==> src/design/bpa_pkg.sv <==
`timescale 1ns / 1ps
// ============================================================================
// bpa_pkg
// Shared types and codes of the bitmap page allocator: command, status and
// request kind codes, back-end state and back-end status bundle.
// ============================================================================
package bpa_pkg;

    localparam logic [1:0] CMD_ALLOC = 2'd0;
    localparam logic [1:0] CMD_FREE  = 2'd1;
    localparam logic [1:0] CMD_MARK  = 2'd2;

    localparam logic [1:0] ST_OK   = 2'd0;
    localparam logic [1:0] ST_NONE = 2'd1;
    localparam logic [1:0] ST_BAD  = 2'd2;

    localparam int unsigned PAGE_SHIFT = 12;
    localparam int unsigned WORD_BITS  = 64;

    // Classified request kind, as it travels through the queue
    typedef enum logic [1:0] {
        K_ALLOC = 2'd0,
        K_FREE  = 2'd1,
        K_MARK  = 2'd2,
        K_BAD   = 2'd3
    } t_kind;

    typedef enum logic [2:0] {
        S_CLEAR,
        S_RECOUNT,
        S_IDLE,
        S_MOD,
        S_SCAN
    } t_bk_state;

    typedef struct packed {
        logic busy;
    } t_bk_stat;

endpackage

==> src/design/bpa_front.sv <==
`timescale 1ns / 1ps
// ============================================================================
// bpa_front
// Accepts requests and classifies them: address alignment, null and range
// checks, then pushes kind and page index into the request queue.
// ============================================================================
module bpa_front #(
    parameter int unsigned PG_W  = 16,
    parameter int unsigned CNT_W = 17
) (
    input  logic               i_tvalid,
    output logic               o_tready,
    input  logic [1:0]         i_command,
    input  logic [47:0]        i_phys_address,
    input  logic [CNT_W-1:0]   i_n,
    input  bpa_pkg::t_bk_stat  i_stat,
    input  logic               i_q_full,
    output logic               o_push,
    output bpa_pkg::t_kind     o_kind,
    output logic [PG_W-1:0]    o_page
);
    import bpa_pkg::*;

    logic        aligned;
    logic        in_rng;
    logic        nonzero;
    logic [35:0] page36;

    // Take requests while the queue has room and no sweep runs
    assign o_tready = !i_q_full && !i_stat.busy;
    assign o_push   = i_tvalid && o_tready;

    assign page36  = i_phys_address[47:PAGE_SHIFT];
    assign aligned = (i_phys_address[PAGE_SHIFT-1:0] == '0);
    assign nonzero = (i_phys_address != '0);
    assign in_rng  = (page36 < 36'(i_n));
    assign o_page  = PG_W'(page36);

    // Classify the command
    always_comb begin
        case (i_command)
            CMD_ALLOC: o_kind = K_ALLOC;
            CMD_FREE:  o_kind = (nonzero && aligned && in_rng) ? K_FREE : K_BAD;
            CMD_MARK:  o_kind = (aligned && in_rng) ? K_MARK : K_BAD;
            default:   o_kind = K_BAD;
        endcase
    end

endmodule

==> config.mk <==
export PLATFORM = sky130hd
export DESIGN_NAME = bpa_front
export DESIGN_NICKNAME = d
export VERILOG_FILES = /design/src/design/bpa_pkg.sv /design/src/design/bpa_front.sv
export SDC_FILE = /design/constraint.sdc
export NUM_CORES = 1
export LEC_CHECK = 0
export ABC_AREA = 1
export ABC_CLOCK_PERIOD_IN_PS = 1350
export BUFFER_PORTS_ARGS = -buffer_cell sky130_fd_sc_hd__buf_2
export CORE_ASPECT_RATIO = 0.8
export CORE_MARGIN = 2
export CORE_UTILIZATION = 34
export DETAILED_ROUTE_END_ITERATION = 10
export GPL_TIMING_DRIVEN = 0
export PLACE_DENSITY = 0.81
export SLEW_MARGIN = 30
export SYNTH_ARGS = -nofsm -noshare
export SYNTH_HDL_FRONTEND = slang
export SYNTH_SLANG_ARGS = --single-unit
==> constraint.sdc <==
create_clock -name vclk -period 1.35
set_clock_uncertainty 0.2 [all_clocks]
set_input_delay 0.2025 -clock vclk [all_inputs]
set_output_delay 0.2025 -clock vclk [all_outputs]
set_load 0.05 [all_outputs]
Yosys cells after proc, flatten, opt, wreduce, memory -nomap -nowiden
Cells that the tools add are included.
{"block": "op_classes", "n_reduce_logical": 10, "eq_ne": 2, "n_mux": 3, "magnitude_cmp": 1}
{"op": "$reduce_bool 48->1", "count": 1}
{"op": "$lt 36x17->1", "count": 1}
{"op": "$logic_not 12->1", "count": 1}
{"op": "$pmux 2 s3", "count": 1}
{"op": "$logic_and 1x1->1", "count": 5}
{"op": "$eq 2x1->1 const B", "count": 1}
{"op": "$eq 2x2->1 const B", "count": 1}
{"op": "$logic_not 1->1", "count": 2}
{"op": "$logic_not 2->1", "count": 1}
{"op": "$mux 2", "count": 1}
{"op": "$mux 1", "count": 1}
{"block": "word_totals", "ff_bits": 0, "output_inout_bits": 20, "word_cells": 16, "inputBits": 70}

Longest topological paths before layout
{"block": "depth", "ltp_word": 5, "depth_mapped": 12}

Worst setup path before layout
Ideal clock, no wire load.
{"block": "synth_path", "kind": "input to output", "start": "input port i_n[11]", "end": "output port o_kind[1]", "path_buffers": 0, "slack_ns": -0.438, "arrival_time_ns": 1.386, "stages": 10, "cell_sequence": "inv_1 > ha_1 > nand2_1 > nor2_1 > nand2_1 > nor2_1 > nand3_1 > nand4_1 > nand2_1 > nand2_1"}
{"block": "synth_between", "elab_chain_cells": 4}
{"item": "start: declaration", "line": "bpa_front.sv:15", "rtl": "input logic [CNT_W-1:0] i_n,"}
{"item": "$lt 36x17->1", "line": "bpa_front.sv:36", "rtl": "assign in_rng = (page36 < 36'(i_n));"}
{"item": "$logic_and 1x1->1", "line": "bpa_front.sv:43", "rtl": "CMD_FREE: o_kind = (nonzero && aligned && in_rng) ? K_FREE : K_BAD;"}
{"item": "$mux 2", "line": "bpa_front.sv:43"}
{"item": "$pmux 2 s3", "line": "bpa_front.sv:41", "rtl": "case (i_command)"}
{"item": "end: declaration", "line": "bpa_front.sv:19", "rtl": "output bpa_pkg::t_kind o_kind,"}
No other way between the ends.

Final worst setup path
{"block": "layout_path", "start": "input port i_phys_address[25]", "end": "output port o_kind[1]"}
{"block": "layout_between", "elab_chain_cells": 5}
{"item": "start: declaration", "line": "bpa_front.sv:14", "rtl": "input logic [47:0] i_phys_address,"}
{"item": "parallel branches: the longest is 2 deep, another holds $lt 36x17->1"}
{"item": "$logic_and 1x1->1 *", "line": "bpa_front.sv:43"}
{"item": "$mux 2 *", "line": "bpa_front.sv:43"}
{"item": "$pmux 2 s3 *", "line": "bpa_front.sv:41"}
Mark *: on every way between the ends.

==> results.json <==
{
  "max_slew_margin_pct": 82.6,
  "netlist_instances": 161,
  "routedWlPerCell_um": 8.83,
  "clock_buffers": 0,
  "critPathLaunchType": "primary input",
  "pwr-share-clk_pct": 0,
  "path_cells": "buf_6, ha_4, nand2_2, nand2_1, nand2_1, nand2_1, nand2_2, nand3_4, nor2_4, nand4_1, nand2_1, nand2_2, buf_8",
  "cts_setup_buffers": 0,
  "seq_power_share_pct": 0,
  "swShare_pct": 52.8,
  "drt-initial-drc-count": 6,
  "criticalPathCategory": "primary input to primary output",
  "seq_cell_count": 0,
  "timing.critical_path.mode_cell": "nand2_1",
  "final_common_cell": "buf_2",
  "slowest_delay_ns": 0.23,
  "cts_hold_buf": 0,
  "synthXorXnorAreaFrac_pct": 0,
  "cp_slowest_cell": "ha_4",
  "final_nets": 339,
  "gr-total-overflow": 0,
  "ys_warn_count": 0,
  "syn_to_final_growth_pct": 103,
  "synth_top_area_share_pct": 23.0,
  "path_buf_inv": 2,
  "required_ns": 0.95,
  "status": "finished, violations left",
  "layout_common_cells": "buf_2, nor2_1, nand2_1",
  "final-max-slew-violation-count": 0,
  "hp-class": "primary input to primary output",
  "grt_pass1_wl_um": 3900,
  "synth-simple-area-share_pct": 45.1,
  "avgSynthCellArea_um2": 5.42,
  "syn_nets": 247,
  "cap_violations": 0,
  "diodes": 0,
  "period_share_pct": 136,
  "antenna_left": 0,
  "drive_gt1_share_pct": 65.3,
  "globalplace.congestion": 0.674,
  "yosysTopAreaCell": "ha_1",
  "crit_family": "simple AND/OR/NAND/NOR gates",
  "ys_seq_area_share_pct": 0,
  "synth_area_leaders": "ha_1, nand2_1, nor2_1, inv_1, buf_4",
  "synth.cell_area_um2": 872,
  "portBuffers": 90,
  "drc": 0,
  "seqCellArea_um2": 0,
  "fill_cells": 215,
  "failed_checks": "setup timing",
  "ir_drop_uv": 185,
  "critPathMaxFanout": 3,
  "setup_viol": 2,
  "start_util_pct": 35.7,
  "p_leak_uw": 0.000982,
  "arrival_ns": 1.44,
  "fin_hold_ws_ns": 0.534,
  "synth_top_family_by_area": "simple AND/OR/NAND/NOR gates",
  "power.density_nw_per_um2": 339,
  "grtUsageTotal_pct": 16.0,
  "yosys.area_share.adder_pct": 23.0,
  "vias": 1196,
  "worst_slack_ns": -0.490,
  "wl_um": 2530,
  "dieArea_um2": 2990,
  "p_int_uw": 283,
  "coreArea_um2": 2440,
  "combPwrFrac_pct": 100.0,
  "tns_ns": -0.934,
  "antenna_found_initial": 0,
  "tightest_slew_ns": 0.263,
  "die_y_um": 49.3,
  "grt_max_degree": 4,
  "pin_count": 90,
  "rsz0062_at_grt": "true",
  "die_w_um": 60.6,
  "synthMuxAreaShare_pct": 0,
  "clock.fmax_mhz": 544,
  "grt_pass1_vias": 1032,
  "hold_viol_final": 0,
  "p_switching_uw": 317,
  "rows": 16,
  "min_period_ns": 1.84,
  "vias_per_cell": 4.17,
  "detailed_place_hpwl_um": 2040,
  "critPathCaptureType": "primary output",
  "drt_first_pass_iters": 4,
  "netlist-cell-type-count": 18,
  "synth_compound_area_share_pct": 3.16
}
kinds of logic after synthesis:
group,count (synthesis)
buf+inv,51
compound gates,5
fa+ha+maj,16
simple gates,89
path summary, 6_finish.rpt:
check                               from         to  cells after the start
worst max-delay path  i_phys_address[25]  o_kind[1]                     13
worst min-delay path            i_q_full   o_tready                      3
power groups by stage:
stage	clock, uW	combinational [uW]	sequential, uW
floorplan	0	296	0
global placement	0	458	0
detailed placement	0	465	0
CTS	0	524	0
global route	0	661	0
finish	0	600	0
Yosys cell counts, drive strengths merged:
library cell / number
and2: 2
nor3b: 1
a21o: 1
nand3: 3
nand4: 3
buf: 16
a21oi: 4
ha: 16
inv: 35
nand2: 43
nor2: 37
worst min-delay path: stages:
cell    delay (ns)
buf_2         0.10
nor2_1        0.03
buf_2         0.20
area by class of cell:
| type | count | area [um^2] | share of cell area [%] |
|---|---|---|---|
| inverters | 35 | 149 | 8.42 |
| well taps | 36 | 45.0 | 2.55 |
| repair buffers | 90 | 567 | 32.0 |
| plain buffers | 16 | 120 | 6.79 |
| multi-input cells | 110 | 888 | 50.2 |
what timing repair did:
item                       CTS  global route
gates resized for setup     40            33
setup endpoints to repair    2             2
pin swaps                   18            18
metal layers:
metal	part of all wire, %	vias up	GRT usage (%)
li1	-	646	-
met1	39	508	19.6
met2	53	42	31.4
met3	7.7	0	0.796
met4	0	0	0
met5	0	-	0
stage by stage:
stage          instances  power (uW)  util, %  setup slack (ns)  area [um^2]
5_1_grt              287         661     72.4            -0.553         1770
6_report             287         600     72.4            -0.490         1770
3_3_place_gp         287         458     60.5            -0.596         1480
2_1_floorplan        161         296        -            -0.265          982
3_5_place_dp         287         465     60.5            -0.607         1480
4_1_cts              287         524     67.0            -0.486         1640
No activity file was read; power rests on OpenSTA's default activity.
