`src/design/bpa_fifo.sv`:
```
`timescale 1ns / 1ps
// ============================================================================
// bpa_fifo
// Two-entry request queue between the front and the back end.
// ============================================================================
module bpa_fifo #(
    parameter int unsigned W = 18
) (
    input  logic         i_clk,
    input  logic         i_rst_n,
    input  logic         i_push,
    input  logic [W-1:0] i_data,
    output logic         o_full,
    input  logic         i_pop,
    output logic         o_valid,
    output logic [W-1:0] o_data
);
    logic [W-1:0] r_mem [2];
    logic         r_wp;
    logic         r_rp;
    logic [1:0]   r_cnt;

    assign o_full  = (r_cnt == 2'd2);
    assign o_valid = (r_cnt != 2'd0);
    assign o_data  = r_mem[r_rp];

    // Store and advance pointers
    always_ff @(posedge i_clk) begin
        if (!i_rst_n) begin
            r_wp  <= 1'b0;
            r_rp  <= 1'b0;
            r_cnt <= 2'd0;
        end else begin
            if (i_push) begin
                r_mem[r_wp] <= i_data;
                r_wp        <= ~r_wp;
            end
            if (i_pop) begin
                r_rp <= ~r_rp;
            end
            r_cnt <= r_cnt + 2'(i_push) - 2'(i_pop);
        end
    end

endmodule

```
`config.mk`:
```
export PLATFORM = sky130hd
export DESIGN_NAME = bpa_fifo
export DESIGN_NICKNAME = d
export VERILOG_FILES = /design/src/design/bpa_fifo.sv
export SDC_FILE = /design/constraint.sdc
export NUM_CORES = 1
export LEC_CHECK = 0
export BUFFER_PORTS_ARGS = -buffer_cell sky130_fd_sc_hd__buf_2
export CAP_MARGIN = 5
export CORE_ASPECT_RATIO = 0.5
export CORE_MARGIN = 3
export CORE_UTILIZATION = 51
export DETAILED_ROUTE_END_ITERATION = 16
export PLACE_DENSITY = 0.88
export SETUP_SLACK_MARGIN = 0.5
export SLEW_MARGIN = 20
export SYNTH_ARGS = -nofsm -noshare
export SYNTH_HDL_FRONTEND = slang
export SYNTH_SLANG_ARGS = --single-unit
```
`constraint.sdc`:
```
create_clock -name i_clk -period 1.9 [get_ports i_clk]
set_input_delay 0.38 -clock i_clk [delete_from_list [all_inputs] [get_ports i_clk]]
set_output_delay 0.38 -clock i_clk [all_outputs]
set_load 0.02 [all_outputs]
```
Word level (Yosys, flattened, before mapping)

Memories as Yosys holds them, arrays and structs flattened. A register that Yosys moved wholly into a read port is not among the register bits.
Cells that the tools add are included.

ROM bits: 0
Memories: 1
Input bits: 22
Bits in writable memories: 36
Output and inout port bits: 20
Bits in latches: 0
Flip-flop bits (word level): 4

Memory list:

| memory | depth | bits a word | rd ports | clocked after memory_dff | wr ports | RTL line | source |
|---|---|---|---|---|---|---|---|
| r_mem  | 2     | 18          | 1        | 1                        | 1        | 18       | `logic [W-1:0] r_mem [2];` |

Multiplexer cells: 5
Multipliers: 0
Shift-type cells: 0
Order comparisons: 0
Reduce and logical (&&, ||, !) cells: 1
Equal/unequal tests: 1
Div/mod/pow operators: 0
Bitwise operators: 2
Add/subtract/negate cells: 2

Operators by type and width:

| kind               | count |
|---|---|
| $mux 1             | 5 |
| $add 2x1->2        | 1 |
| $eq 2x2->1 const B | 1 |
| $not 1->1          | 2 |
| $reduce_bool 2->1  | 1 |
| $sub 2x1->2        | 1 |

Longest topological paths before layout

Gate-level depths: netlist (run 1).

Depth in word-level cells: 3
Gate-level depth with buffers: 6

Least setup slack after synthesis (run 1)

OpenSTA, ideal clock, no wires.

Kind: input to register
From: in i_rst_n
To: mem r_mem[0][0] (enable)
Setup time: 0.393 ns
Data required time: 1.507 ns
Path buffers: 0
Path slack: 0.305 ns
Arrival time: 1.203 ns
Cell stages on the path: 2
Cells stage by stage: nand2_1 -> nor2_1

Longest elaborated chain between the ends: 2

Ends and longest elaborated chain:

| element                      | RTL line | source |
|---|---|---|
| from (decl)                  | 10       | `input logic i_rst_n,` |
| $mux 1                       | 29       | `if (!i_rst_n) begin` |
| $mux 1 (implied by the code) | 35       | `r_mem[r_wp] <= i_data;` |
| to (decl)                    | 18       |  |

No other way between the ends.

==> impl_results.md, run 1 <==
- Status: completed
- Worst slew pin tran: 255 ps
- Syn Area/Cell: 20.3 sq um
- Fraction of the cycle the final worst path needs: 0.885
- Share of power burned in registers: 0.466
- Sw frac: 0.220
- Synthesis-to-layout area growth: 37.4%
- Sequential element share of the synthesized area: 0.746
- CP top delay family: flip-flops
- Placer Congestion: 0.728
- Crit path max fanout: 5
- Cell variety after synth: 16
- Setup TNS: 0 ps
- Placed Cells: 157
- CTS buffer count: 5
- WHS Endpoint: r_mem[0][14]$_DFFE_PP_
- Arrival @ worst endpoint: 1300 ps
- Die width: between 80 and 90 um
- Cells on worst reg2reg path: 6
- Critical Path Start Type: flip-flop
- Synth Register Bits: between 40 and 50
- Post-Synth Adder-Cell Area: 0.0158
- Crit path largest cell delay: 410 ps
- Simple-gate portion of the synthesized area: 0.0364
- DP HPWL: 1680 um
- Post-CTS Setup Bufs: 0
- Pwr Density: 1040 mW/mm^2
- Post-DR vias/cell: approximately 5.3
- Grt ovf: 0
- Mapped cell area: 0.00158 sq mm
- Worst-path clk slew: 80 ps
- CTS tree: done
- Maximum clock path buffer count: 2
- First-pass iteration count of the detailed router: 4
- CP max-delay cell: dfxtp_4
- Vias in the first global route: 803
- GRT Total Usage: 0.129
- Critical Path RT: 1520 ps
- Lkg Pwr: 0.885 nW
- Complex-gate fraction of the synthesized area: 0
- Initial antenna violation count: 0
- Final nets: 154
- Final ANT Viol Nets: 0
- Multiplexer share of the synthesized area: 0.152
- Number of max-cap violations: 0
- Crit Path Class: reg -> out
- Crit-path cells: clkbuf_16 -> mux2_4 -> buf_6
- Post-Synthesis Cells: around 80
- Buffers on Ports: 41
- Hold_buf cts: 0
- Die footprint: ~0.0038 sq mm
- Hold crit path type: in -> reg
- XOR/XNOR Fraction of Synth Area: 0.0253
- Min Tclk post-route: 1680 ps
- Final hold violation count: 0
- Largest family of logic cells by synthesized area: multiplexers
- RSZ-0062 raised after global routing: yes
- Buffer and inverter count on the worst path: 2
- Pre-CTS WS: roughly 410 ps
- Final WS setup: 218 ps
- Initial Util: 0.572
- WL final: 3110 um
- Critical R2R Capture: r_cnt[1]$_SDFF_PN0_
- Final Non-Filler Cells: between 150 and 200
- Clk pwr share: 0.363
- Clock sink total: just over 40
- # rows: 13
- Die Height: about 45 um
- RR Startpoint: r_cnt[0]$_SDFF_PN0_
- Max H-tree Level: 2
- CP Capture Type: output pin
- Hold Crit Depth: 1
- Internal: 1.77 mW
- Iter 0 DRT Violations: 33
- Final setup violation count: 0
- Mapped Nets: 102
- Slew HR: 0.830
- Worst VDD drop: 0.651 mV
- Clk_skew: roughly 6.5 ps
- Worst skew pair latency: ~290 ps
- Clock root cell: clkbuf_8
- Reg2reg setup slack: 670 ps
- # diodes: 0
- First-pass GRT wire length: 3620 um
- Switch Pwr: approximately 0.5 mW
- HP Start: i_data[14]
- Synth warn: 0
- Pins Over Slew Limit: 0
- Largest net degree at the start of global routing: 19
- Core Area: 0.00277 sq mm
- Gate power share: 0.171
- Number of remaining DRC errors: 0
- Layout cell share with drive strength beyond 1: 0.595
- # IOs: 42
- DR WL/cell: 18.5 um
- Fmax: 594 MHz
- Fillers: 148
- Via count: 882
==> sequential cells by signal (all words and copies together) (netlist names), named ones only <==
| name | cells |
|---|---|
| r_cnt | 2 |
| r_mem | 36 |
| r_rp | 1 |
| r_wp | 1 |
==> cells by family after synthesis <==
group / Yosys count
buffers and inverters: 4
XOR/XNOR: 3
AND/OR/NAND/NOR: 10
multiplexers: 18
flip-flops: 41
adder cells (fa/ha/maj): 2
==> cell type report <==
| class | count | area (sq um) | share of cell area |
|---|---|---|---|
| Clock buffer | 5 | 68.8 | 0.0316 |
| Clock inverter | 3 | 65.1 | 0.0299 |
| Inverter | 2 | 7.51 | 0.00345 |
| Multi-Input combinational cell | 33 | 379 | 0.174 |
| Sequential cell | 41 | 1190 | 0.546 |
| Tap cell | 37 | 46.3 | 0.0213 |
| Timing Repair Buffer | 47 | 420 | 0.193 |
==> cell usage in the layout, fill, tap and decap left out <==
master	Yosys	final
edfxtp_1	36	36
buf_2	0	22
buf_6	1	20
mux2_4	10	13
mux2_2	8	5
clkbuf_8	0	5
and2_1	4	4
inv_1	2	2
xor2_1	2	2
nor2b_1	2	2
ha_1	2	2
bufinv_16	0	2
clkbuf_16	0	2
buf_4	0	2
dfxtp_2	0	2
dfxtp_1	5	2
or2_4	0	1
and3_1	1	1
nand2_1	1	1
nor2_2	0	1
xnor3_1	1	1
dfxtp_4	0	1
clkinv_2	0	1
buf_12	1	1
==> power groups by stage <==
stage | Sequential, mW | Combinational (mW) | Clock, mW
3_3_place_gp | 1.06 | 0.280 | 0
5_1_grt | 1.06 | 0.409 | 0.867
3_5_place_dp | 1.07 | 0.287 | 0
2_1_floorplan | 1.06 | 0.207 | 0
6_report | 1.06 | 0.388 | 0.825
4_1_cts | 1.05 | 0.306 | 0.811
==> through the flow <==
stage	total power, mW	util	hold WS, ps	area [sq um]
floorplan	1.27	-	479	1590
global route	2.34	0.786	262	2170
CTS	2.17	0.718	273	1990
global placement	1.34	0.661	568	1830
detailed placement	1.35	0.661	569	1830
finish	2.27	0.786	274	2170
==> how the worst max path moves through the flow <==
| stage | from | to | cells past startpoint |
|---|---|---|---|
| 5_1_grt | flip-flop | o_data[8] | 3 |
| 6_report | flip-flop | o_data[8] | 3 |
| 2_1_floorplan | i_rst_n | r_mem[0][0]$_DFFE_PP_ | 2 |
| 3_3_place_gp | flip-flop | o_data[5] | 3 |
| 4_1_cts | flip-flop | o_data[5] | 3 |
| 3_5_place_dp | flip-flop | o_data[5] | 3 |
==> what timing repair did <==
action / CTS / global route
cloned: 0 / 3
gates resized for setup: 8 / 42
pin swaps: 0 / 0
setup endpoints to repair: 19 / 19
==> per-layer routing <==
| layer | vias to the layer above | part of all wire | GRT usage |
|---|---|---|---|
| met1 | 433 | 0.37 | 0.120 |
| met4 | 0 | 0.026 | 0.0536 |
| met2 | 43 | 0.53 | 0.261 |
| met3 | 10 | 0.072 | 0.0523 |
| li1 | 396 | - | - |
| met5 | - | 0 | 0 |
==> synthesized netlist by cell type <==
library cell,number,share of area
xnor3_1,1,0.014
nor2_1,1,0.0024
buf_6,1,0.0071
mux2_4,10,0.095
or2_2,1,0.0040
mux2_2,8,0.057
edfxtp_1,36,0.68
nor2b_1,2,0.0079
dfxtp_1,5,0.063
and2_1,4,0.016
nand2_1,1,0.0024
ha_1,2,0.016
xor2_1,2,0.011
buf_12,1,0.013
and3_1,1,0.0040
inv_1,2,0.0047
==> worst register-to-register path: stages, from the launching register on <==
cell and delay (ps):
dfxtp_2 350, inv_1 40, ha_1 260, inv_1 60, ha_1 140, xnor3_1 210, nor2b_1 110
Power figures use the tool's default switching activity.
==> run 2, diff against run 1 <==
- BUFFER_PORTS_ARGS: -buffer_cell sky130_fd_sc_hd__buf_2 -> -buffer_cell sky130_fd_sc_hd__buf_4
==> run 2 against run 1 <==
- clock-buffer cell count is the same
- highest routed layer unchanged
- worst hold slack gained 1.5 ps
- power shrank 14%
- non-clock buffer count is the same
- clock power shrank 37%
- first-iteration DRC count grew 21%
- combinational power shrank 4%
- critical path depth is the same
- via count shrank 4.1%
- clock skew is essentially flat
==> impl_results.md, run 2 (synthesized netlist as in run 1, its figures left out) <==
- Placer Congestion: 0.724 (-0.51%)
- Maximum clock path buffer count: 2 (unchanged)
- Commonest non-fill, non-tap cells in the layout: buf_4, edfxtp_1, mux2_4
- First-pass iteration count of the detailed router: 4 (unchanged)
- Lkg Pwr: 0.839 nW (-5.2%)
- Via count: 846 (-4.1%)
- CTS tree: done
- Grt ovf: 0 (unchanged)
- Max H-tree Level: 2 (unchanged)
- Pre-CTS WS: 419 ps (+4.80 ps)
- GRT Total Usage: 0.157 (+0.0279)
- RSZ-0062 raised after global routing: yes
- Final ANT Viol Nets: 0 (unchanged)
- Iter 0 DRT Violations: 40 (+21%)
- Pwr Density: 936 mW/mm^2 (-10%)
- Min Tclk post-route: 1700 ps (+22.1 ps)
- Largest register FFs: 36 (unchanged)
- # rows: 13 (unchanged)
- Clock sink total: 41 (unchanged)
- DR WL/cell: 17.2 um (-7.3%)
- Slew HR: 0.835 (+0.00432)
- Worst VDD drop: 0.662 mV (+1.7%)
- Synthesis-to-layout area growth: 31.6%
- Final nets: 154 (unchanged)
- Hold Crit Depth: 1 (unchanged)
- Number of remaining DRC errors: 0 (unchanged)
- Final WS setup: 196 ps (-22.1 ps)
- Fraction of the cycle the final worst path needs: 0.897 (+0.0116)
- Die footprint: 0.00385 sq mm (unchanged)
- Buffers on Ports: 41 (unchanged)
- Most flops, register: r_mem
- Initial antenna violation count: 0 (unchanged)
- Die width: 84.8 um (unchanged)
- Final setup violation count: 0 (unchanged)
- Initial Util: 0.572 (unchanged)
- Die Height: 45.4 um (unchanged)
- Clk_skew: 6.79 ps (+0.256 ps)
- Worst slew pin tran: 248 ps (-6.47 ps)
- CP Capture Type: output pin
- Clock root cell: clkbuf_8
- Critical Path RT: 1520 ps (about the same)
- Worst-path clk slew: 80 ps (about the same)
- Hold crit path type: in -> reg
- Largest net degree at the start of global routing: 19 (unchanged)
- Layout cell share with drive strength beyond 1: 0.580 (-0.0153)
- Final hold violation count: 0 (unchanged)
- Hold_buf cts: 0 (unchanged)
- Crit path max fanout: 9 (+4)
- Crit Path Class: reg -> out
- Largest regs: r_mem (36), r_cnt (2)
- Fillers: 162 (+9.5%)
- Fmax: 587 MHz (-1.3%)
- CTS buffer count: 5 (unchanged)
- # IOs: 42 (unchanged)
- Status: completed
- Setup TNS: 0 ps (unchanged)
- Arrival @ worst endpoint: 1320 ps (+20 ps)
- WL final: 2880 um (-7.3%)
- Post-DR vias/cell: 5.04 (-4.1%)
- Commonest non-fill, non-tap cell in the layout: buf_4
- Pins Over Slew Limit: 0 (unchanged)
- Critical Path Start Type: flip-flop
- # diodes: 0 (unchanged)
- Worst skew pair latency: 290 ps (about the same)
- Core Area: 0.00277 sq mm (unchanged)
- Vias in the first global route: 884 (+10%)
- First-pass GRT wire length: 4250 um (+17%)
- Number of max-cap violations: 0 (unchanged)
- DP HPWL: 1760 um (+4.6%)
- Cells on worst reg2reg path: 7 (+1)
## run 2: cell count changes in the layout (fill, tap and decap cells not counted), moves of 2 or more
| cell | before | now |
|---|---|---|
| bufinv_16 | 2 | 0 |
| clkbuf_16 | 2 | 0 |
| buf_6 | 20 | 2 |
| mux2_2 | 5 | 8 |
| mux2_4 | 13 | 10 |
| clkinv_1 | 0 | 2 |
| buf_4 | 2 | 43 |
| buf_2 | 22 | 0 |
## run 2: layout make-up
class | count | area (sq um) | area share
clock inverters | 3 | 12.5 | 0.00601
flip-flops and latches | 41 | 1190 | 0.570
well taps | 37 | 46.3 | 0.0222
clock buffers | 5 | 68.8 | 0.0330
repair buffers | 47 | 393 | 0.189
multi-input cells | 33 | 368 | 0.177
inverters | 2 | 7.51 | 0.00360
## run 2: critical path, stage by stage (launching register included)
cell and delay (ps):
dfxtp_4 400, buf_12 140, mux2_2 340, buf_4 160
## run 2: worst paths after layout
kind	start	slack [ps]	to
worst max-delay path	flip-flop	200	o_data[1]
worst max register to register	r_cnt[0]$_SDFF_PN0_	580	r_cnt[1]$_SDFF_PN0_
worst min register to register	r_rp$_SDFFE_PN0P_	600	r_rp$_SDFFE_PN0P_
worst min-delay path	i_data[6]	280	r_mem[1][6]$_DFFE_PP_
## run 2: layer usage
metal | wire length (um) | global-route usage | vias to the layer above
li1 | - | - | 394
met2 | 1620 | 0.306 | 30
met3 | 131 | 0.0451 | 8
met5 | 0 | 0 | -
met4 | 68 | 0.110 | 0
met1 | 1060 | 0.150 | 414
## run 2: repair_timing
| action | 4_1_cts | 5_1_grt |
|---|---|---|
| cloned | 1 | 0 |
| endpoints found under the setup margin | 19 | 20 |
| buffers inserted | 2 | 0 |
| gates resized for setup | 10 | 1 |
## run 2: stage by stage
step	cells	power, mW	instance area, sq um	util	hold slack [ps]
after global routing	168	2.02	2080	0.753	263
after CTS	168	1.95	2080	0.752	269
after detailed placement	157	1.40	1930	0.698	568
after floorplan	78	1.27	1590	-	479
final	168	1.95	2080	0.753	276
after global placement	157	1.38	1930	0.698	566
## run 2: power by group
part           switching (mW)  total [mW]  internal (mW)  leakage [nW]
Clock                   0.271       0.518          0.247        0.0430
Sequential             0.0253        1.06           1.03         0.373
Combinational           0.161       0.374          0.213         0.423
Total                   0.458        1.95           1.49         0.839
==> run 3, diff against run 2 <==
- clock period: 1.9 -> 1.86 ns (I/O delays scaled with it)
==> run 3 against run 2 <==
- register-to-register slack improved by 20 ps
- sequential power about the same
- power rose by 11%
- routed wire length up 1.4%
- setup slack got worse by 36 ps
- critical endpoint is now o_data[2]
- largest power group unchanged
- highest routed layer unchanged
==> impl_results.md, run 3 (synthesized netlist as in run 1, its figures left out) <==
- Status: completed
- Layout cell share with drive strength beyond 1: 0.580 (unchanged)
- Die width: 84.8 um (unchanged)
- Placed Cells: 157 (unchanged)
- # rows: 13 (unchanged)
- Core Area: 0.00277 sq mm (unchanged)
- First-pass GRT wire length: 4080 um (-3.9%)
- Fmax: 588 MHz
- DR WL/cell: 17.4 um (+1.4%)
- Commonest non-fill, non-tap cells in the layout: edfxtp_1, buf_4, mux2_4
- Slew HR: 0.836 (+0.00173)
- Final nets: 154 (unchanged)
- Hold Crit Depth: 1 (unchanged)
- Post-DR vias/cell: 4.96 (-1.4%)
- Vias in the first global route: 860 (-2.7%)
- Min Tclk post-route: 1700 ps
- Final setup violation count: 0 (unchanged)
- Critical R2R Capture: r_cnt[1]$_SDFF_PN0_
- Most flops, register: r_mem
- Footprint of the multi-input gates: 383 sq um (+4.1%)
- CP Capture Type: output pin
- Initial Util: 0.572 (unchanged)
- Arrival @ worst endpoint: 1330 ps (about the same)
- Grt ovf: 0 (unchanged)
- Final ANT Viol Nets: 0 (unchanged)
- Die Height: 45.4 um (unchanged)
- Reg area: 0.00119 sq mm (unchanged)
- Placer Congestion: 0.722 (-0.36%)
- Largest regs: r_mem (36), r_cnt (2)
- Number of max-cap violations: 0 (unchanged)
- Buffers on Ports: 41 (unchanged)
- Commonest non-fill, non-tap cell in the layout: edfxtp_1
- Clock sink total: 41 (unchanged)
- Clk_skew: 3.64 ps (-3.14 ps)
- DP HPWL: 1670 um (-5.0%)
- Clock root cell: clkbuf_8
- Number of remaining DRC errors: 0 (unchanged)
- # diodes: 0 (unchanged)
- Via count: 834 (-1.4%)
- Cells on worst reg2reg path: 6 (-1)
- Worst VDD drop: 0.694 mV (+4.9%)
- Hold crit path type: in -> reg
- CTS tree: done
- Largest net degree at the start of global routing: 19 (unchanged)
- Initial antenna violation count: 0 (unchanged)
- Synthesis-to-layout area growth: 37.2%
- CTS buffer count: 5 (unchanged)
- Final hold violation count: 0 (unchanged)
- Hold_buf cts: 0 (unchanged)
- RSZ-0062 raised after global routing: yes
- Fillers: 147 (-9.3%)
- HP Start: i_data[3]
- RR Startpoint: r_cnt[0]$_SDFF_PN0_
- Maximum clock path buffer count: 2 (unchanged)
- Crit Path Class: reg -> out
- Critical Path Start Type: flip-flop
- WHS Endpoint: r_mem[0][3]$_DFFE_PP_
- Worst skew pair latency: 280 ps (about the same)
- Fraction of the cycle the final worst path needs: 0.914
- First-pass iteration count of the detailed router: 4 (unchanged)
- Lkg Pwr: 0.880 nW (+4.9%)
- Worst slew pin tran: 246 ps (-2.60 ps)
- Setup TNS: 0 ps (unchanged)
- Die footprint: 0.00385 sq mm (unchanged)
- Crit path max fanout: 4 (-5)
- Reg2reg setup slack: 600 ps (+20 ps)
- Largest register FFs: 36 (unchanged)
- Final Non-Filler Cells: 168 (unchanged)
- GRT Total Usage: 0.148 (-0.00965)
- # IOs: 42 (unchanged)
- Pwr Density: 996 mW/mm^2 (+6.5%)
- Max H-tree Level: 2 (unchanged)
- Iter 0 DRT Violations: 46 (+15%)
- WL final: 2920 um (+1.4%)
- Pins Over Slew Limit: 0 (unchanged)
- Critical Path RT: 1490 ps (-30 ps)
- Worst-path clk slew: 70 ps (about the same)
-- run 3: changes by cell type in the layout (fill, tap and decap cells not counted), sizes merged --
cell / change
clkinv: -2
buf: -1
clkbuf: +2
bufinv: +1
-- run 3: report_power, final --
group          leakage (nW)  switching (mW)  internal [mW]
combinational         0.454           0.170          0.236
sequential            0.373          0.0264           1.05
clock                0.0528           0.280          0.396
-- run 3: per-stage QoR --
step | cell area, sq um | power [mW] | util | setup slack (ps) | hold slack [ps]
final | 2170 | 2.16 | 0.785 | 160 | 268
after global routing | 2170 | 2.24 | 0.785 | 132 | 258
after CTS | 2090 | 2.12 | 0.756 | 168 | 262
after detailed placement | 1940 | 1.43 | 0.703 | 447 | 559
after global placement | 1940 | 1.42 | 0.703 | 465 | 558
after floorplan | 1590 | 1.30 | - | 566 | 471
-- run 3: timing repair --
| action | in CTS | in global routing |
|---|---|---|
| endpoints found under the setup margin | 20 | 19 |
| resized for setup | 7 | 13 |
| gates cloned | 1 | 1 |
| setup buffers | 0 | 1 |
| pin swaps | 0 | 1 |
-- run 3: critical path, stage by stage (launching register included) --
cell,delay (ps)
dfxtp_4,420
clkbuf_16,160
mux2_2,330
buf_6,130
-- run 3: how the worst max path moves through the flow --
| stage | endpoint | slack [ps] | cells after the start |
|---|---|---|---|
| floorplan | r_mem[0][0]$_DFFE_PP_ | 570 | 2 |
| global placement | o_data[3] | 460 | 3 |
| detailed placement | r_cnt[1]$_SDFF_PN0_ | 450 | 6 |
| CTS | o_data[3] | 170 | 3 |
| global route | o_data[2] | 130 | 3 |
| finish | o_data[2] | 160 | 3 |
-- run 3: layout make-up --
class	count	share of cell area
Clock buffer	6	0.0334
Clock inverter	2	0.0156
Inverter	2	0.00346
Multi-Input combinational cell	33	0.176
Sequential cell	41	0.547
Tap cell	37	0.0213
Timing Repair Buffer	47	0.203
-- run 3: per-layer routing --
layer	track usage	vias to the layer above	part of all wire
met5	0	-	0
met4	0.0757	0	0.044
met3	0.0343	11	0.043
met2	0.264	32	0.51
met1	0.174	397	0.40
li1	-	394	-
